===== config.mk =====
export PLATFORM = sky130hd
export DESIGN_NAME = mep_mul
export DESIGN_NICKNAME = d
export VERILOG_FILES = /design/src/sv/mep_pkg.sv /design/src/sv/mep_mul.sv
export SDC_FILE = /design/constraint.sdc
export NUM_CORES = 2
export LEC_CHECK = 0
export BUFFER_PORTS_ARGS = -buffer_cell sky130_fd_sc_hd__buf_2
export CAP_MARGIN = 5
export CORE_ASPECT_RATIO = 0.9
export CORE_MARGIN = 10
export CORE_UTILIZATION = 45
export DETAILED_ROUTE_END_ITERATION = 12
export PLACE_DENSITY = 0.69
export SYNTH_ARGS = -nofsm -noshare
export SYNTH_HDL_FRONTEND = slang
export SYNTH_SLANG_ARGS = --single-unit

===== constraint.sdc =====
create_clock -name i_clk -period 8.8 [get_ports i_clk]
set_clock_uncertainty 0.15 [all_clocks]
set_input_delay 0.44 -clock i_clk [delete_from_list [all_inputs] [get_ports i_clk]]
set_output_delay 0.44 -clock i_clk [all_outputs]
set_load 0.03 [all_outputs]

===== src/sv/mep_pkg.sv =====
package mep_pkg;

    // Sizes of the block
    localparam int PALETTE_SIZE  = 255;
    localparam int FRACTION_BITS = 59;
    localparam int MAX_DIMENSION = 4096;

    localparam int PAL_AW     = (PALETTE_SIZE > 1) ? $clog2(PALETTE_SIZE) : 1;
    localparam int VAL_W      = 64;
    localparam int WIDE_W     = 2 * VAL_W;
    localparam int STEP_W     = 63;
    localparam int DIM_W      = 13;
    localparam int COORD_W    = 12;
    localparam int COUNT_W    = 16;
    localparam int COLOR_W    = 8;
    localparam int RGB_W      = 3 * COLOR_W;
    localparam int INDEX_W    = 8;
    localparam int CFG_IDX_W  = 3;
    localparam int CFG_DATA_W = 64;

    // |z|^2 >= 4 in the product scale
    localparam int FOUR_BIT = 2 * FRACTION_BITS + 2;

    typedef logic [VAL_W-1:0]  t_val;
    typedef logic [WIDE_W-1:0] t_wide;

    localparam t_val  SIGN_MASK = {1'b1, {(VAL_W-1){1'b0}}};
    localparam t_wide FRAC_MASK = (t_wide'(1) << FRACTION_BITS) - t_wide'(1);

    typedef enum logic [CFG_IDX_W-1:0] {
        CFG_CENTER_RE   = 3'd0,
        CFG_CENTER_IM   = 3'd1,
        CFG_PIXEL_STEP  = 3'd2,
        CFG_MAX_ITER    = 3'd3,
        CFG_IMAGE_WIDTH = 3'd4,
        CFG_IMAGE_HEIGHT = 3'd5
    } t_cfg_reg;

    typedef enum logic {
        CMD_LOAD  = 1'b0,
        CMD_PIXEL = 1'b1
    } t_cmd;

    typedef struct packed {
        logic               cmd;
        logic [COORD_W-1:0] pixel_x;
        logic [COORD_W-1:0] pixel_y;
        logic [INDEX_W-1:0] palette_index;
        logic [COLOR_W-1:0] load_red;
        logic [COLOR_W-1:0] load_green;
        logic [COLOR_W-1:0] load_blue;
    } t_in_word;

    typedef struct packed {
        logic [COORD_W-1:0] out_x;
        logic [COORD_W-1:0] out_y;
        logic               escaped;
        logic [COUNT_W-1:0] iteration_count;
        logic [COLOR_W-1:0] red;
        logic [COLOR_W-1:0] green;
        logic [COLOR_W-1:0] blue;
    } t_out_word;

    typedef struct packed {
        logic              en;
        logic [PAL_AW-1:0] addr;
        logic [RGB_W-1:0]  rgb;
    } t_pal_wr;

    // Clamp the image size to 1..MAX_DIMENSION and return size - 1
    function automatic logic [DIM_W-1:0] span_of(input logic [DIM_W-1:0] dim);
        logic [DIM_W-1:0] r;
        if (dim == '0) begin
            r = '0;
        end else if (32'(dim) > MAX_DIMENSION) begin
            r = DIM_W'(MAX_DIMENSION - 1);
        end else begin
            r = dim - DIM_W'(1);
        end
        return r;
    endfunction

    function automatic t_val magnitude(input t_val v);
        return v[VAL_W-1] ? (t_val'(0) - v) : v;
    endfunction

    // Drop the fraction bits of a magnitude; round toward minus infinity
    // for the signed value, so a negative magnitude rounds up.
    function automatic t_wide wscale(input t_wide a, input logic neg);
        t_wide r;
        r = a >> FRACTION_BITS;
        if (neg && ((a & FRAC_MASK) != '0)) begin
            r = r + t_wide'(1);
        end
        return r;
    endfunction

    // base plus or minus a magnitude, saturated to the signed 64-bit range
    function automatic t_val sat_add(input t_val base, input t_wide mag, input logic neg);
        t_val         b;
        t_val         r;
        logic [VAL_W:0] s;
        logic         hi_nz;
        b     = base ^ SIGN_MASK;
        hi_nz = |mag[WIDE_W-1:VAL_W];
        if (!neg) begin
            s = {1'b0, b} + {1'b0, mag[VAL_W-1:0]};
            r = (hi_nz || s[VAL_W]) ? '1 : s[VAL_W-1:0];
        end else begin
            s = {1'b0, b} - {1'b0, mag[VAL_W-1:0]};
            r = (hi_nz || s[VAL_W]) ? '0 : s[VAL_W-1:0];
        end
        return r ^ SIGN_MASK;
    endfunction

endpackage


===== src/sv/mep_mul.sv =====
// 64x64 unsigned multiply over four 32x32 partial products.
module mep_mul import mep_pkg::*; (
    input  logic  i_clk,
    input  logic  i_rst_n,
    input  logic  i_start,
    input  t_val  i_a,
    input  t_val  i_b,
    output logic  o_done,
    output t_wide o_prod
);

    localparam int HALF_W = VAL_W / 2;

    t_val              r_a;
    t_val              r_b;
    logic [1:0]        r_step;
    logic              r_busy;
    logic [VAL_W-1:0]  r_pp;
    logic [1:0]        r_pp_sh;
    logic              r_pp_v;
    logic              r_pp_last;
    t_wide             r_acc;
    logic              r_done;

    logic [HALF_W-1:0] a_half;
    logic [HALF_W-1:0] b_half;
    t_wide             pp_shifted;

    assign a_half = r_step[1] ? r_a[VAL_W-1:HALF_W] : r_a[HALF_W-1:0];
    assign b_half = r_step[0] ? r_b[VAL_W-1:HALF_W] : r_b[HALF_W-1:0];
    assign pp_shifted = {{VAL_W{1'b0}}, r_pp} << {r_pp_sh, 5'd0};

    always_ff @(posedge i_clk) begin
        if (!i_rst_n) begin
            r_busy <= 1'b0;
            r_pp_v <= 1'b0;
            r_done <= 1'b0;
        end else begin
            r_pp_v <= r_busy && !i_start;
            r_done <= r_pp_v && r_pp_last;
            if (i_start) begin
                r_busy <= 1'b1;
            end else if (r_busy && (r_step == 2'd3)) begin
                r_busy <= 1'b0;
            end
        end
    end

    always_ff @(posedge i_clk) begin
        if (i_start) begin
            r_a    <= i_a;
            r_b    <= i_b;
            r_step <= 2'd0;
            r_acc  <= '0;
        end else begin
            if (r_busy) begin
                r_pp      <= a_half * b_half;
                r_pp_sh   <= 2'(r_step[1]) + 2'(r_step[0]);
                r_pp_last <= (r_step == 2'd3);
                r_step    <= r_step + 2'd1;
            end
            if (r_pp_v) begin
                r_acc <= r_acc + pp_shifted;
            end
        end
    end

    assign o_done = r_done;
    assign o_prod = r_acc;

    a_start_free: assert property (@(posedge i_clk) disable iff (!i_rst_n)
        i_start |-> (!r_busy && !r_pp_v))
        else $error("multiplier started while busy");

    a_latency: assert property (@(posedge i_clk) disable iff (!i_rst_n)
        i_start |-> ##6 r_done)
        else $error("multiplier result not ready six cycles after start");

    a_done_quiet: assert property (@(posedge i_clk) disable iff (!i_rst_n)
        r_done |-> (!r_pp_v && !r_busy))
        else $error("product still accumulating at done");

endmodule


==> metrics.md <==
| Metric | Value |
|---|---|
| WL final | 201.0 mm |
| Placer Congestion | 1.056 |
| FF+latch count, synth | 327 |
| DR DRC count | 0 |
| Vias | 45000 |
| Max cap viols | 0 |
| Simple-gate share of the synthesized area | 14.55% |
| Vias per cell | 5.673 |
| Vias in the first global route | 45950 |
| I/O pin total | 260 |
| Largest cells by area after synthesis | fa_1, edfxtp_1, ha_1 |
| Final hold vios | 0 |
| DP HPWL | 163.7 mm |
| CP Launch Type | flip-flop |
| Critical path peak fanout | 8 |
| Max incr delay on CP | 530 ps |
| Die Y | 345.5 um |
| Gr ovfl total | 0 |
| Tmin final | 8607 ps |
| Post-detailed-route count of antenna-violating nets | 0 |
| FMAX | 116.2 MHz |
| Fillers | 10790 |
| Post-synth EDFFs | 194 |
| Syn Inst Count | 5901 |
| Clk buf depth | 3 |
| Final period utilization | 97.81% |
| Most used cell, CP | fa_1 |
| Synth area leader | fa_1 |
| Cell variety after synth | 103 |
| Worst path top cell family by delay | adder cells |
| Total Routing Usage GR | 29.53% |
| Slew headroom | 28.46% |
| H-tree levels | 2 |
| Mux cell area share after synthesis | 4.276% |
| Post-Synth Adder-Cell Area | 43.14% |
| Area growth syn-to-layout | 15.38% |
| Buf/Inv on CP | 10 |
| Nets@finish | 7748 |
| Synth cell count leaders | inv_1, fa_1, nor2_1 |
| CP required | 9020 ps |
| 1st-iter DRT viols | 4617 |
| Clock transition at path regs | 70 ps |
| Initial antenna violation count | 11 |
| Register area share after synthesis | 16.03% |
| Status | finished clean |
| I/O Buffers | 259 |
| Number of buffers created by CTS | 38 |
| Netlist Area Pre-Place | 0.05296 mm^2 |
| Slowest CP cell | fa_1 |
| Clock Latency Late Sink | 640 ps |
| FP Rows | 119 |
| Clk root buf | clkbuf_16 |
| Largest net degree at the start of global routing | 86 |
| Setup Crit Path Kind | reg -> reg |
| Slew @ Worst Pin | 1043 ps |
| Share of layout cells above drive strength 1 | 12.82% |
| WHS | 318.8 ps |
| Most numerous cell in the Yosys netlist | inv_1 |
| Critical Path Sink Type | flip-flop |
| DR pass1 iterations | 8 |
| Post-synthesis xor/xnor area fraction | 2.910% |
| Syn Nets | 7320 |
| Arr. time, crit path | 8830 ps |
| Met3 usage | 9.321% |
| Grt met1 use | 38.14% |
| Core box area | 0.1169 mm^2 |
| First-pass GRT wire length | 294.9 mm |
| CTS tree | built |
| Final setup vio count | 0 |
| Die area | 0.1318 mm^2 |
| Met2 Use GR | 45.17% |
| Initial Util | 45.31% |
| Post-synthesis area per instance | 8.976 um^2 |
| Routed len/inst | 25.34 um |
| Final Max Slew Viols | 0 |
| Asr flop ratio synth | 0% |
| Chip width | 381.6 um |
| Synth top area share | 33.90% |
| Synth warnings | 0 |
| Clock sink count | 327 |
| Main combinational cell family by area after synthesis | adder cells |
| Grt peak-use layer | met2 |
| Post-synthesis compound-gate area fraction | 9.943% |
| Worst Hold Class | in -> reg |
| Post-synth top flop | edfxtp_1 |
-- per-layer routing --
layer / vias up / wire (um)
met5: - / 243
met4: 12 / 11140
met3: 528 / 23790
met2: 2483 / 87350
met1: 22320 / 78480
li1: 19660 / -
-- cells by family after synthesis --
family          count (synthesis)
compound gates                821
xor+xnor                      176
fa+ha+maj                    1288
mux                           217
simple gates                 1830
flops                         327
buf+inv                      1242
-- metrics by stage --
| stage | std cells | worst slack, ps | cell area (um^2) | util (%) | TNS (ps) |
|---|---|---|---|---|---|
| 2_1_floorplan | 5901 | -6.995 | 52970 | - | -6.995 |
| 3_3_place_gp | 7684 | -83.95 | 57510 | 49.20 | -207.0 |
| 3_5_place_dp | 7684 | -107.7 | 57510 | 49.20 | -294.3 |
| 4_1_cts | 7887 | 21.15 | 60260 | 51.56 | 0 |
| 5_1_grt | 7932 | -58.12 | 61110 | 52.28 | -159.1 |
| 6_report | 7933 | 193.1 | 61110 | 52.28 | 0 |
-- final timing paths --
path	startpoint	end	slack [ps]	depth (start not counted)
max	r_step[0]	r_pp[54]	190	31
min reg2reg	o_prod[119]	o_prod[119]	330	2
max reg2reg	r_step[0]	r_pp[54]	190	31
min	i_start	r_b[44]	320	1
-- cell type report --
class	instances	area [um^2]	area share [%]
multi-input combinational	4332	40100	65.62
sequential	327	8499	13.91
timing repair buffer	690	5592	9.150
inverter	940	3528	5.774
tap	1573	1968	3.221
clock buffer	41	962.2	1.574
clock inverter	29	456.7	0.7473
antenna	1	2.502	0.004095
-- sequential cells by signal, indices dropped and copies added, names as in the netlist --
register	count
o_done	1
o_prod	128
r_a	64
r_b	64
r_busy	1
r_pp	64
r_pp_sh	2
r_pp_v	1
r_step	2
-- placed cells by master, fill, tap and decap left out, types with 45 or more instances in the layout --
cell type,instances
fa_1,893
o21ai_0,154
mux2_2,50
edfxtp_1,194
a21oi_1,280
dlygate4sd3_1,129
o21bai_1,56
xor2_1,62
buf_12,46
nand4_1,76
nand2_1,650
dfxtp_1,130
ha_1,389
clkbuf_16,45
mux2i_1,105
nor2_1,837
buf_2,258
inv_1,939
xnor2_1,114
a21o_1,89
buf_4,241
nor2b_1,56
-- what timing repair did --
item,4_1_cts,5_1_grt
hold endpoints to repair,129,0
hold buffers,129,0
endpoints found under the setup margin,5,14
gates cloned,0,7
setup buffers,4,38
gates resized for setup,2,54
pin swaps,0,14
Power is left out: the tool's default activity adds up to more than one toggle a clock period on the data nets, which glitch-free logic cannot reach.
